[src/hw/rtl/hotp_pkg.sv]
// ----------------------------------------------------------------------------
// hotp_pkg
// Shared types and constants for the one-time code checker.
// ----------------------------------------------------------------------------
`default_nettype none

package hotp_pkg;

    // input transfer payload
    typedef struct packed {
        logic        mode;
        logic [62:0] time_seconds;
        logic [19:0] candidate_code;
    } in_item_t;

    // result transfer payload
    typedef struct packed {
        logic        code_valid;
        logic [19:0] expected_code;
    } out_item_t;

    // configuration register indexes
    localparam logic [1:0] REG_KEY_FIRST = 2'd0;
    localparam logic [1:0] REG_KEY_LAST  = 2'd1;
    localparam logic [1:0] REG_EVENT_CNT = 2'd2;
    localparam logic [1:0] REG_TIME_STEP = 2'd3;

    localparam logic [7:0] PAD_INNER = 8'h36;
    localparam logic [7:0] PAD_OUTER = 8'h5c;

    localparam logic [159:0] SHA1_IV =
        160'h67452301_EFCDAB89_98BADCFE_10325476_C3D2E1F0;

    // round constant by round number
    function automatic logic [31:0] sha1_k(input logic [6:0] rnd);
        logic [31:0] k;
        begin
            if (rnd < 7'd20)
                k = 32'h5A827999;
            else if (rnd < 7'd40)
                k = 32'h6ED9EBA1;
            else if (rnd < 7'd60)
                k = 32'h8F1BBCDC;
            else
                k = 32'hCA62C1D6;
            return k;
        end
    endfunction

    // round function by round number
    function automatic logic [31:0] sha1_f(input logic [6:0] rnd, input logic [31:0] b,
                                           input logic [31:0] c, input logic [31:0] d);
        logic [31:0] f;
        begin
            if (rnd < 7'd20)
                f = (b & c) | (~b & d);
            else if (rnd >= 7'd40 && rnd < 7'd60)
                f = (b & c) | (b & d) | (c & d);
            else
                f = b ^ c ^ d;
            return f;
        end
    endfunction

endpackage

`default_nettype wire

[src/hw/rtl/hotp_totp_code_check_top.sv]
// ----------------------------------------------------------------------------
// hotp_totp_code_check_top
// HOTP/TOTP six-digit code checker around one iterative SHA-1 core.
// ----------------------------------------------------------------------------
// Sequence: time mode first runs the time-window divide; both modes then run four
// SHA-1 compressions (start, 16-word load, 80 rounds, final add, done), the
// modulo (quotient estimate, back-multiply, correction) and the output register.
// One item at a time: in_stall is high outside the idle phase, and the next
// input is taken in the cycle after the result transfer.
// Reset: control and configuration registers (event counter 1, step 30); datapath registers are not reset.
`default_nettype none

module hotp_totp_code_check_top #(
    parameter int CODE_DIGITS = 6
) (
    input  wire logic               clk,
    input  wire logic               rst_n,
    input  wire logic               in_valid,
    output logic                    in_stall,
    input  wire hotp_pkg::in_item_t in_data,
    output logic                    out_valid,
    input  wire logic               out_stall,
    output hotp_pkg::out_item_t     out_data,
    input  wire logic               cfg_we,
    input  wire logic [1:0]         cfg_index,
    input  wire logic [63:0]        cfg_data
);

    import hotp_pkg::*;

    localparam int          MODW    = 27;
    localparam logic [MODW-1:0] MODULUS = MODW'(10 ** CODE_DIGITS);
    // floor(2^32 / modulus): quotient estimate is exact or one short
    localparam logic [31:0] RECIP = 32'((64'd1 << 32) / 64'(10 ** CODE_DIGITS));

    typedef enum logic [2:0] {
        P_IDLE, P_DIV, P_SHA_GO, P_SHA_WAIT, P_MOD, P_OUT
    } phase_t;

    // configuration registers
    logic [63:0] key_first_reg, event_cnt_reg;
    logic [15:0] key_last_reg;
    logic [7:0]  step_reg;

    always_ff @(posedge clk or negedge rst_n)
    begin
        if (!rst_n)
        begin
            key_first_reg <= '0;
            key_last_reg  <= '0;
            event_cnt_reg <= 64'd1;
            step_reg      <= 8'd30;
        end
        else if (cfg_we)
        begin
            case (cfg_index)
                REG_KEY_FIRST: key_first_reg <= cfg_data;
                REG_KEY_LAST:  key_last_reg  <= cfg_data[15:0];
                REG_EVENT_CNT: event_cnt_reg <= cfg_data;
                REG_TIME_STEP: step_reg      <= cfg_data[7:0];
                default:       step_reg      <= step_reg;
            endcase
        end
    end

    phase_t       phase_reg;
    logic [1:0]   pass_reg;
    logic [6:0]   cnt_reg;
    logic [63:0]  quo_reg;
    logic [8:0]   rem_reg;
    logic [63:0]  factor_reg;
    logic [19:0]  cand_reg;
    logic [159:0] h_reg, inner_reg;
    logic [31:0]  bin_reg;
    logic [31:0]  mq_reg;
    logic [MODW+4:0] mrem_reg;
    logic [7:0]   dstep;

    assign dstep = (step_reg == 8'd0) ? 8'd1 : step_reg;

    // key blocks and message blocks
    logic [511:0] key_blk, sha_block;
    logic [159:0] sha_hin, sha_hout;
    logic         sha_start, sha_done;

    assign key_blk = {key_first_reg, key_last_reg, 432'd0};

    always_comb
    begin
        case (pass_reg)
            2'd0: sha_block = key_blk ^ {64{PAD_INNER}};
            2'd1: sha_block = {factor_reg, 8'h80, 376'd0, 64'd576};
            2'd2: sha_block = key_blk ^ {64{PAD_OUTER}};
            default: sha_block = {inner_reg, 8'h80, 280'd0, 64'd672};
        endcase
        sha_hin = (pass_reg == 2'd0 || pass_reg == 2'd2) ? SHA1_IV : h_reg;
    end

    assign sha_start = (phase_reg == P_SHA_GO);

    hotp_sha1 u_sha1 (
        .clk  (clk),
        .rst_n(rst_n),
        .start(sha_start),
        .h_in (sha_hin),
        .block(sha_block),
        .done (sha_done),
        .h_out(sha_hout)
    );

    // dynamic truncation of the final digest
    logic [3:0]   off;
    logic [159:0] shifted;
    assign off     = sha_hout[3:0];
    assign shifted = sha_hout << {off, 3'b000};

    // restoring divide step for the time window
    logic [8:0]  rtry;
    assign rtry = {rem_reg[7:0], quo_reg[63]};

    // modulo by reciprocal multiply, back-multiply and one correction
    logic [63:0] mprod, mqm;
    assign mprod = {32'd0, bin_reg} * {32'd0, RECIP};
    assign mqm   = {32'd0, mq_reg} * {37'd0, MODULUS};

    assign in_stall = (phase_reg != P_IDLE);

    always_ff @(posedge clk or negedge rst_n)
    begin
        if (!rst_n)
        begin
            phase_reg <= P_IDLE;
            out_valid <= 1'b0;
            pass_reg  <= '0;
            cnt_reg   <= '0;
        end
        else
        begin
            case (phase_reg)
                P_IDLE:
                begin
                    if (in_valid)
                    begin
                        cand_reg <= in_data.candidate_code;
                        quo_reg  <= {1'b0, in_data.time_seconds};
                        rem_reg  <= '0;
                        cnt_reg  <= '0;
                        pass_reg <= 2'd0;
                        if (in_data.mode)
                            phase_reg <= P_DIV;
                        else
                        begin
                            factor_reg <= event_cnt_reg;
                            phase_reg  <= P_SHA_GO;
                        end
                    end
                end
                P_DIV:
                begin
                    if (rtry >= {1'b0, dstep})
                    begin
                        rem_reg <= rtry - {1'b0, dstep};
                        quo_reg <= {quo_reg[62:0], 1'b1};
                    end
                    else
                    begin
                        rem_reg <= rtry;
                        quo_reg <= {quo_reg[62:0], 1'b0};
                    end
                    cnt_reg <= cnt_reg + 7'd1;
                    if (cnt_reg == 7'd63)
                    begin
                        factor_reg <= (rtry >= {1'b0, dstep}) ? {quo_reg[62:0], 1'b1}
                                                             : {quo_reg[62:0], 1'b0};
                        phase_reg  <= P_SHA_GO;
                    end
                end
                P_SHA_GO:
                begin
                    phase_reg <= P_SHA_WAIT;
                end
                P_SHA_WAIT:
                begin
                    if (sha_done)
                    begin
                        h_reg    <= sha_hout;
                        pass_reg <= pass_reg + 2'd1;
                        if (pass_reg == 2'd1)
                            inner_reg <= sha_hout;
                        if (pass_reg == 2'd3)
                        begin
                            bin_reg   <= {1'b0, shifted[158:128]};
                            mrem_reg  <= '0;
                            cnt_reg   <= '0;
                            phase_reg <= P_MOD;
                        end
                        else
                            phase_reg <= P_SHA_GO;
                    end
                end
                P_MOD:
                begin
                    cnt_reg <= cnt_reg + 7'd1;
                    case (cnt_reg)
                        7'd0: mq_reg <= mprod[63:32];
                        7'd1: mrem_reg <= bin_reg - mqm[31:0];
                        default:
                        begin
                            if (mrem_reg >= {5'd0, MODULUS})
                                mrem_reg <= mrem_reg - {5'd0, MODULUS};
                            phase_reg <= P_OUT;
                        end
                    endcase
                end
                P_OUT:
                begin
                    if (!out_valid)
                    begin
                        out_data.code_valid    <= ({12'd0, cand_reg} == mrem_reg);
                        out_data.expected_code <= mrem_reg[19:0];
                        out_valid              <= 1'b1;
                    end
                    else if (!out_stall)
                    begin
                        out_valid <= 1'b0;
                        phase_reg <= P_IDLE;
                    end
                end
                default:
                begin
                    phase_reg <= P_IDLE;
                end
            endcase
        end
    end

    // no input accepted while an item is in flight
    assert property (@(posedge clk) disable iff (!rst_n)
        phase_reg != P_IDLE |-> in_stall)
        else $error("input taken while busy");
    assert property (@(posedge clk) disable iff (!rst_n)
        out_valid |-> phase_reg == P_OUT)
        else $error("result shown outside output phase");
    assert property (@(posedge clk) disable iff (!rst_n)
        sha_start |=> !sha_done)
        else $error("hash finished too early");

endmodule

`default_nettype wire

[src/hw/rtl/hotp_ram.sv]
// ----------------------------------------------------------------------------
// hotp_ram
// Generic single-port-write, single-port-read RAM with registered read.
// ----------------------------------------------------------------------------
`default_nettype none

module hotp_ram #(
    parameter int WIDTH = 32,
    parameter int DEPTH = 16
) (
    input  wire logic                     clk,
    input  wire logic                     wr_en,
    input  wire logic [$clog2(DEPTH)-1:0] wr_addr,
    input  wire logic [WIDTH-1:0]         wr_data,
    input  wire logic [$clog2(DEPTH)-1:0] rd_addr,
    output logic      [WIDTH-1:0]         rd_data
);

    logic [WIDTH-1:0] mem [DEPTH];

    // write port and registered read
    always_ff @(posedge clk)
    begin
        if (wr_en)
            mem[wr_addr] <= wr_data;
        rd_data <= mem[rd_addr];
    end

endmodule

`default_nettype wire

[src/hw/rtl/hotp_sha1.sv]
// ----------------------------------------------------------------------------
// hotp_sha1
// One SHA-1 compression, one round per cycle; schedule words kept in a
// 16-entry RAM that is read for the next round's word and written back in place.
// ----------------------------------------------------------------------------
`default_nettype none

module hotp_sha1 (
    input  wire logic         clk,
    input  wire logic         rst_n,
    input  wire logic         start,
    input  wire logic [159:0] h_in,
    input  wire logic [511:0] block,
    output logic              done,
    output logic      [159:0] h_out
);

    import hotp_pkg::*;

    typedef enum logic [1:0] {S_IDLE, S_LOAD, S_ROUND, S_FIN} state_t;

    state_t      state_reg;
    logic [6:0]  rnd_reg;
    logic [4:0]  ld_reg;
    logic [31:0] a_reg, b_reg, c_reg, d_reg, e_reg;
    logic [511:0] blk_reg;
    logic [31:0] wm3_reg, wm8_reg, wm14_reg;

    // schedule memory: four read ports would be needed for w[i-3..i-16], so
    // the window is held as one RAM for w[i-16] plus the 13-word lag shifter
    logic        wr_en;
    logic [3:0]  wr_addr;
    logic [31:0] wr_data;
    logic [3:0]  rd_addr;
    logic [31:0] rd_data;

    hotp_ram #(.WIDTH(32), .DEPTH(16)) u_wram (
        .clk    (clk),
        .wr_en  (wr_en),
        .wr_addr(wr_addr),
        .wr_data(wr_data),
        .rd_addr(rd_addr),
        .rd_data(rd_data)
    );

    logic [31:0] w_new;
    logic [31:0] w_use;
    logic [31:0] t_val;

    // w[i] for i >= 16 from the window: w[i-16] from ram, others from shifter
    assign w_new = ({wm3_reg ^ wm8_reg ^ wm14_reg ^ rd_data} << 1)
                 | ({wm3_reg ^ wm8_reg ^ wm14_reg ^ rd_data} >> 31);
    assign w_use = (rnd_reg < 7'd16) ? rd_data : w_new;
    assign t_val = {a_reg[26:0], a_reg[31:27]} + sha1_f(rnd_reg, b_reg, c_reg, d_reg)
                 + e_reg + sha1_k(rnd_reg) + w_use;

    // ram control: load the block, then read-modify-write one word per round
    always_comb
    begin
        wr_en   = 1'b0;
        wr_addr = rnd_reg[3:0];
        wr_data = w_use;
        rd_addr = rnd_reg[3:0];
        case (state_reg)
            S_LOAD:
            begin
                wr_en   = 1'b1;
                wr_addr = ld_reg[3:0];
                wr_data = blk_reg[511:480];
                rd_addr = 4'd0;
            end
            S_ROUND:
            begin
                wr_en   = 1'b1;
                rd_addr = rnd_reg[3:0] + 4'd1;
            end
            default:
            begin
                wr_en = 1'b0;
            end
        endcase
    end

    // sequencer and working variables
    always_ff @(posedge clk or negedge rst_n)
    begin
        if (!rst_n)
        begin
            state_reg <= S_IDLE;
            done      <= 1'b0;
            rnd_reg   <= '0;
            ld_reg    <= '0;
        end
        else
        begin
            done <= 1'b0;
            case (state_reg)
                S_IDLE:
                begin
                    if (start)
                    begin
                        blk_reg   <= block;
                        h_out     <= h_in;
                        {a_reg, b_reg, c_reg, d_reg, e_reg} <= h_in;
                        ld_reg    <= '0;
                        rnd_reg   <= '0;
                        state_reg <= S_LOAD;
                    end
                end
                S_LOAD:
                begin
                    blk_reg <= {blk_reg[479:0], 32'd0};
                    ld_reg  <= ld_reg + 5'd1;
                    if (ld_reg == 5'd15)
                        state_reg <= S_ROUND;
                end
                S_ROUND:
                begin
                    e_reg <= d_reg;
                    d_reg <= c_reg;
                    c_reg <= {b_reg[1:0], b_reg[31:2]};
                    b_reg <= a_reg;
                    a_reg <= t_val;
                    rnd_reg <= rnd_reg + 7'd1;
                    if (rnd_reg == 7'd79)
                        state_reg <= S_FIN;
                end
                S_FIN:
                begin
                    h_out <= {h_out[159:128] + a_reg, h_out[127:96] + b_reg,
                              h_out[95:64] + c_reg, h_out[63:32] + d_reg,
                              h_out[31:0] + e_reg};
                    done      <= 1'b1;
                    state_reg <= S_IDLE;
                end
                default:
                begin
                    state_reg <= S_IDLE;
                end
            endcase
        end
    end

    // tap registers w[i-3], w[i-8], w[i-14] follow the window in rounds.
    // they need w at lags 2,7,13 of the current word; kept in one 13-word shifter
    logic [31:0] lag_reg [13];

    always_ff @(posedge clk)
    begin
        if (state_reg == S_LOAD)
        begin
            lag_reg[0] <= blk_reg[511:480];
            for (int i = 1; i < 13; i++)
                lag_reg[i] <= lag_reg[i-1];
        end
        else if (state_reg == S_ROUND)
        begin
            lag_reg[0] <= w_use;
            for (int i = 1; i < 13; i++)
                lag_reg[i] <= lag_reg[i-1];
        end
    end

    // next round's taps: w[i+1-3]=lag1 after shift -> current lag_reg[1]
    always_ff @(posedge clk)
    begin
        if (state_reg == S_ROUND)
        begin
            wm3_reg  <= lag_reg[1];
            wm8_reg  <= lag_reg[6];
            wm14_reg <= lag_reg[12];
        end
    end

    // round counter stays inside the schedule
    assert property (@(posedge clk) disable iff (!rst_n)
        state_reg == S_ROUND |-> rnd_reg < 7'd80)
        else $error("round counter out of range");
    assert property (@(posedge clk) disable iff (!rst_n)
        done |-> $past(state_reg) == S_FIN)
        else $error("done without final add");
    assert property (@(posedge clk) disable iff (!rst_n)
        state_reg == S_LOAD |-> ld_reg < 5'd16)
        else $error("load counter out of range");

endmodule

`default_nettype wire
[config.mk]
export PLATFORM = sky130hd
export DESIGN_NAME = hotp_totp_code_check_top
export DESIGN_NICKNAME = d
export VERILOG_FILES = /design/src/hw/rtl/hotp_pkg.sv /design/src/hw/rtl/hotp_totp_code_check_top.sv /design/src/hw/rtl/hotp_ram.sv /design/src/hw/rtl/hotp_sha1.sv
export SDC_FILE = /design/constraint.sdc
export NUM_CORES = 2
export LEC_CHECK = 0
export BUFFER_PORTS_ARGS = -buffer_cell sky130_fd_sc_hd__buf_2
export CORE_MARGIN = 3
export CORE_UTILIZATION = 45
export DETAILED_ROUTE_END_ITERATION = 10
export GPL_ROUTABILITY_DRIVEN = 0
export MAX_ROUTING_LAYER = met4
export PLACE_DENSITY_LB_ADDON = 0.25
export REMOVE_ABC_BUFFERS = 1
export SLEW_MARGIN = 20
export SYNTH_ARGS = -nofsm -noshare
export SYNTH_HDL_FRONTEND = slang
export SYNTH_SLANG_ARGS = --single-unit
[constraint.sdc]
create_clock -name clk -period 11.9 [get_ports clk]
set_input_delay 0.595 -clock clk [delete_from_list [all_inputs] [get_ports clk]]
set_output_delay 0.595 -clock clk [all_outputs]
set_load 0.1 [all_outputs]
# ---- After elaboration in Yosys (flattened, before gate mapping)
# Memories as Yosys holds them, arrays and structs flattened. A register that Yosys moved wholly into a read port is not among the register bits.
# Cells that the tools add are included.
dict set report classes {
  n_bitwise 30
  eq_ne 32
  multipliers 2
  muxes 89
  magnitude_cmp 7
  addsub 17
  shift 1
  reduce_logical 41
}
# operator n
set op_table {}
lappend op_table {{$pmux W512 S3} 1}
lappend op_table {{$pmux W512 S2} 1}
lappend op_table {{$mux W32} 27}
lappend op_table {{$mux W512} 1}
lappend op_table {{$not A256 Y256} 2}
lappend op_table {{$pmux W32 S2} 7}
lappend op_table {{$mux W160} 2}
lappend op_table {{$pmux W160 S2} 1}
lappend op_table {{$add A32 B32 Y32} 9}
lappend op_table {{$mux W64} 4}
lappend op_table {{$pmux W64 S2} 2}
lappend op_table {{$shl A160 B7 Y159} 1}
lappend op_table {{$xor A32 B32 Y32} 5}
lappend op_table {{$and A32 B32 Y32} 4}
lappend op_table {{$or A32 B32 Y32} 3}
lappend op_table {{$mul A31 B12 Y43 const B} 1}
lappend op_table {{$eq A20 B32 Y1} 1}
lappend op_table {{$ge A32 B20 Y1 const B} 1}
lappend op_table {{$not A32 Y32} 1}
lappend op_table {{$or A32 B1 Y32} 1}
lappend op_table {{$sub A31 B32 Y32} 1}
lappend op_table {{$sub A32 B20 Y32 const B} 1}
lappend op_table {{$mux W31} 1}
lappend op_table {{$reduce_and A3 Y1} 10}
lappend op_table {{other kinds (52)} 131}
dict set report totals {
  input_bits 155
  memories 2
  reg_bits 1649
  mem_bits_rw 928
}
# memory words width read_ports rd_clocked_by_memory_dff wr line
set memory_table {}
lappend memory_table {u_sha1.u_wram.mem 16 32 1 1 1 hotp_ram.sv:19} ;# logic [WIDTH-1:0] mem [DEPTH];
lappend memory_table {u_sha1.lag_reg 13 32 13 1 13 hotp_sha1.sv:146} ;# logic [31:0] lag_reg [13];

# ---- Depth between registers and ports, before layout
dict set report depth {
  word_depth 10
  mapped_depth 29
  depth_no_buf 27
}

# ---- By module
# From an unflattened synthesis, not the netlist that was laid out.
dict set report unflattened {
  cells_unflattened 8706
  area_unflattened_um2 127613.6
}
# mod cells_each seq_area_each_um2 instances area_per_inst_um2
set modules_own_cells {}
lappend modules_own_cells {hotp_sha1 4379 40734.1 1 65651.7}
lappend modules_own_cells {hotp_totp_code_check_top 3489 21311.7 1 42126.7}
lappend modules_own_cells {hotp_ram 838 16015.4 1 19835.3}

# ---- Least setup slack after synthesis
# OpenSTA, ideal clock, no wires.
dict set report synth_timing {
  path_kind {register to register}
  start {reg u_sha1.state_reg[0]}
  end {mem u_sha1.u_wram.mem[0][0] (enable)}
  path_buffers 1
  setup_slack_ns 0.134
  t_arrival_ns 11.341
  t_required_ns 11.475
  stages_incl_launch_ff 6
  setup_time_ns 0.425
  cell_sequence {dfrtp_1 inv_1 ha_1 clkbuf_1 o21ai_0 nor2b_1}
}
dict set report synth_between {
  elab_chain_len 5
}
# element line
set synth_rtl {}
lappend synth_rtl {{start: declaration} hotp_sha1.sv:22} ;# state_t state_reg;
lappend synth_rtl {{start signal: assignment} hotp_sha1.sv:89} ;# state_reg <= S_IDLE;
lappend synth_rtl {{start signal: assignment} hotp_sha1.sv:107} ;# state_reg <= S_LOAD;
lappend synth_rtl {{start signal: assignment} hotp_sha1.sv:115} ;# state_reg <= S_ROUND;
lappend synth_rtl {{$eq A2 B2 Y1 / $eq A2 B1 Y1 (equally long branches)} hotp_sha1.sv:64} ;# case (state_reg)
lappend synth_rtl {{$reduce_or A2 Y1 (no source line)} --}
lappend synth_rtl {{$mux W1} hotp_sha1.sv:64}
lappend synth_rtl {{$mux W1} hotp_ram.sv:24} ;# if (wr_en)
lappend synth_rtl {{$mux W1 (implied by the code)} hotp_ram.sv:25} ;# mem[wr_addr] <= wr_data;
lappend synth_rtl {{end: declaration} hotp_ram.sv:19}
# Parallel ways exist; a longest one is shown, timed or not.

# ---- Final worst setup path
dict set report layout_timing {
  start {reg u_sha1.rnd_reg[4]}
  end {reg u_sha1.a_reg[29] (data pin)}
}
dict set report layout_between {
  elab_chain_len 9
}
# element line
set layout_rtl {}
lappend layout_rtl {{start: declaration} hotp_sha1.sv:23} ;# logic [6:0] rnd_reg;
lappend layout_rtl {{start signal: assignment} hotp_sha1.sv:124} ;# rnd_reg <= rnd_reg + 7'd1;
lappend layout_rtl {{$ge A7 B6 Y1 / $lt A7 B6 Y1 (equally long branches)} {hotp_pkg.sv:57, hotp_pkg.sv:42}}
lappend layout_rtl {{$logic_and A1 B1 Y1} hotp_pkg.sv:57} ;# else if (rnd >= 7'd40 && rnd < 7'd60)
lappend layout_rtl {{$mux W32} hotp_pkg.sv:57}
lappend layout_rtl {{$mux W32} hotp_pkg.sv:55} ;# if (rnd < 7'd20)
lappend layout_rtl {{$add A32 B32 Y32} hotp_sha1.sv:54} ;# assign t_val = {a_reg[26:0], a_reg[31:27]} + sha1_f(rnd_reg, b_reg, c_reg, d_reg)
lappend layout_rtl {{$add A32 B32 Y32 (2 in a row)} hotp_sha1.sv:55} ;# + e_reg + sha1_k(rnd_reg) + w_use;
lappend layout_rtl {{$add A32 B32 Y32 (*)} hotp_sha1.sv:55}
lappend layout_rtl {{$pmux W32 S2 (*)} hotp_sha1.sv:97} ;# case (state_reg)
lappend layout_rtl {{end signal: assignment} hotp_sha1.sv:104} ;# {a_reg, b_reg, c_reg, d_reg, e_reg} <= h_in;
lappend layout_rtl {{end signal: assignment} hotp_sha1.sv:123} ;# a_reg <= t_val;
lappend layout_rtl {{end: declaration} hotp_sha1.sv:25} ;# logic [31:0] a_reg, b_reg, c_reg, d_reg, e_reg;
# Mark *: on every way between the ends. The rest lies on a longest branch, timed or not.
# A chain may end at the register's enable or synchronous reset.

==> impl_metrics.sql <==
INSERT INTO impl_metrics (metric_group, metric, value, unit) VALUES
('sta', 'clock-skew-final', '87.86', 'ps'),
('sta', 'maxSlewViolCount', '0', ''),
('cts', 'tritoncts.num_buffers', '240', ''),
('power_and_ir_drop', 'power_per_cell_area', '174.9', 'nW/um2'),
('route', 'vias', '72213', ''),
('route', 'first_iter_violations', '8334', ''),
('synth', 'synth.lib_cells_used.distinct', '97', ''),
('floorplanning', 'fp.dieH', '511.5', 'um'),
('sta', 'timing.slew.headroom', '20.79', '%'),
('final_layout', 'area_delta_synth_final', '12.68', '%'),
('grt', 'wire_length_of_the_first_global_routing_pass', '483.6', 'mm'),
('grt', 'grt.total_usage', '25.68', '%'),
('cts', 'htree_levels', '4', ''),
('floorplanning', 'die_area', '261700', 'um2'),
('cts', 'cts.path.max_buffers', '3', ''),
('setup_path', 'crit_path_max_incr_delay', '790', 'ps'),
('sta', 'timing.final.crit_period', '7243', 'ps'),
('sta', 'max_clock_freq', '138.1', 'MHz'),
('setup_path', 'crit_buf_inv', '3', ''),
('power_and_ir_drop', 'power_leakage', '47.84', 'nW'),
('run_status', 'result_of_the_run', 'finished clean', ''),
('final_layout', 'num-fill-cells', '21199', ''),
('route', 'vias_per_cell', '5.855', ''),
('job', 'cap_viol_max_count', '0', ''),
('cts', 'clkLatencyLatePin', '910', 'ps'),
('placed_design', 'dp_cells', '11739', ''),
('route', 'detail-route-antenna-nets', '0', ''),
('floorplanning', 'core_region_area', '252800', 'um2'),
('final_layout', 'mostFrequentLayoutCell', 'edfxtp_1', ''),
('placed_design', 'portBuffers', '177', ''),
('final_layout', 'post_route_cells_drive_above_1_share', '14.00', '%'),
('final_layout', 'largest_reg_flops', '512', ''),
('floorplanning', 'placementRows', '184', ''),
('route', 'route.final.wire_length', '332.0', 'mm'),
('synth', 'netlist_area', '115000', 'um2'),
('grt', 'largest_net_degree_at_the_start_of_global_routing', '167', ''),
('route', 'post_drt_wl_per_cell', '26.92', 'um'),
('cts', 'cts_root_buffer', 'clkbuf_16', ''),
('setup_path', 'timing_worst_setup_path_type', 'register to register', ''),
('grt', 'globalRouteOverflowTotal', '0', ''),
('setup_path', 'cp.arrival', '7860', 'ps'),
('grt', 'number_of_global_route_vias_before_repair', '70973', ''),
('setup_path', 'endpoint_class_of_the_critical_path', 'register', ''),
('sta', 'timing.final.crit_share', '60.87', '%'),
('final_layout', 'fin_nets', '9644', ''),
('synth', 'yosysSeqAreaShare', '60.70', '%'),
('cts', 'clkTransAtPathRegs', '60', 'ps'),
('cts', 'cts_tree', 'done', ''),
('final_layout', 'post_layout_cell_count', '12333', ''),
('placed_design', 'post-dp-hpwl', '230.1', 'mm'),
('hold_path', 'timing.hold.worst.class', 'input port to register', ''),
('sta', 'worst-slew-pin-transition', '1188', 'ps'),
('grt', 'initial_antenna_violation_count', '25', ''),
('cts', 'clkSinkCount', '2365', ''),
('sta', 'unrepaired_setup_endpoints_after_global_routing', 'no', ''),
('floorplanning', 'dieWidth', '511.5', 'um'),
('floorplanning', 'initial_utilization', '45.49', '%'),
('power_and_ir_drop', 'vdd_drop_max', '0.2044', 'mV'),
('setup_path', 'crit_chain', 'o21ai_0, nand2_1, buf_4, clkinv_1, nand2_1, nand2_1, fa_1, fa_1, fa_1, inv_1, ha_1, fa_1, a21oi_1, o2111a_1, nor4_1, a31oi_1, a2111oi_1, o221a_2, a21o_1, a21oi_1, xor2_1, a21oi_1', ''),
('synth', 'synth_flop_cell', 'edfxtp_1', ''),
('route', 'drc_errors', '0', ''),
('setup_path', 'critical_path.startpoint_type', 'register', ''),
('setup_path', 'critPathSlowestCell', 'clkinv_1', ''),
('setup_path', 'path_delay_family', 'compound AO/OA/AOI/OAI gates', ''),
('synth', 'synth-edff-count', '2153', ''),
('route', 'firstDrtPassIters', '5', ''),
('sta', 'timing.hold.ws', '55.19', 'ps'),
('synth', 'synthCells', '8446', ''),
('synth', 'syn_area_per_cell', '13.62', 'um2'),
('setup_path', 'top_cell_by_count_worst_path', 'fa_1', ''),
('synth', 'ys_ff_latch', '2365', ''),
('setup_path', 'crit_required', '12510', 'ps'),
('setup_path', 'timing.critical_path.fanout_max', '40', ''),
('floorplanning', 'top_level_ports', '178', ''),
('synth', 'ys.warnings.count', '0', ''),
('sta', 'hold_viol', '0', ''),
('sta', 'setup-violations-final', '0', ''),
('synth', 'async_reset_ff_share', '7.611', '%'),
('final_layout', 'mostFrequentLayoutCells', '2153 x edfxtp_1, 1110 x nand2_1, 571 x inv_1', '');
## repair_timing
item / 4_1_cts / 5_1_grt
gates resized for setup: 0 / 0
endpoints found under the hold margin: 215 / 0
setup buffers: 0 / 0
hold buffers: 123 / 0
## cell families after synthesis
logic type | synth area share [%]
compound gates | 8.142
xor+xnor | 2.624
fa+ha+maj | 9.522
buf+inv | 3.120
flops | 60.70
mux | 8.441
simple gates | 7.453
## final timing paths
check	from	end	slack, ps	cells after the start
setup / recovery	u_sha1.rnd_reg[4]	u_sha1.a_reg[29]	4660	22
hold / removal	cfg_data[1]	step_reg[1]	60	2
setup reg to reg	u_sha1.rnd_reg[4]	u_sha1.a_reg[29]	4660	22
hold reg to reg	u_sha1.lag_reg[0][10]	u_sha1.lag_reg[1][10]	390	0
max in group asynchronous	rst_n	event_cnt_reg[52]	9110	5
min in group asynchronous	rst_n	cnt_reg[2]	250	2
## synthesized netlist by cell type (126+ instances only)
cell type  number  area (um2)
mux4_2        283        6374
nor3_1        220        1101
mux2_2        184        2072
nand2_1      1110        4167
a21oi_1       449        2247
xnor2_1       237        2076
nor2_1        251       942.2
mux2i_1       126        1261
a21o_1        140        1051
ha_1          496        6206
dfrtp_1       175        4379
inv_1         572        2147
edfxtp_1     2153       64650
o21ai_0       425        2127
clkbuf_1      308        1156
fa_1          237        4745
## report_power, final
| part | switching (mW) | total [mW] | internal, mW |
|---|---|---|---|
| Sequential | 0.340 | 9.77 | 9.43 |
| Clock | 3.32 | 7.76 | 4.44 |
| Combinational | 2.88 | 5.13 | 2.26 |
| Total | 6.53 | 22.7 | 16.1 |
## metal layers
layer	part of all wire [%]	wire, um	vias up	track usage, %
met1	41	135900	36766	34.77
li1	-	-	31739	-
met3	9.5	31550	519	5.449
met5	0	0	-	-
met2	45	149800	3189	38.16
met4	4.4	14720	0	9.870
## per-stage QoR
stage	setup TNS, ps	total power, mW	utilization (%)	setup slack (ps)	cell area [um2]
after floorplan	-1564620	13.69	-	-14080	113600
after global placement	0	14.81	47.52	4864	120100
after detailed placement	0	14.91	47.52	4801	120100
after CTS	0	22.69	51.25	4802	129500
after global routing	0	23.68	51.26	4298	129600
final	0	22.66	51.26	4657	129600
## cell type report
class / instances / area (um2) / area share (%)
flip-flops and latches: 2365 / 69800 / 53.87
multi-input cells: 5131 / 41970 / 32.39
clock buffers: 318 / 6490 / 5.009
well taps: 3348 / 4189 / 3.233
repair buffers: 442 / 3247 / 2.506
inverters: 576 / 2162 / 1.669
clock inverters: 140 / 1688 / 1.303
diodes: 13 / 32.53 / 0.02511
Power figures use the tool's default switching activity.
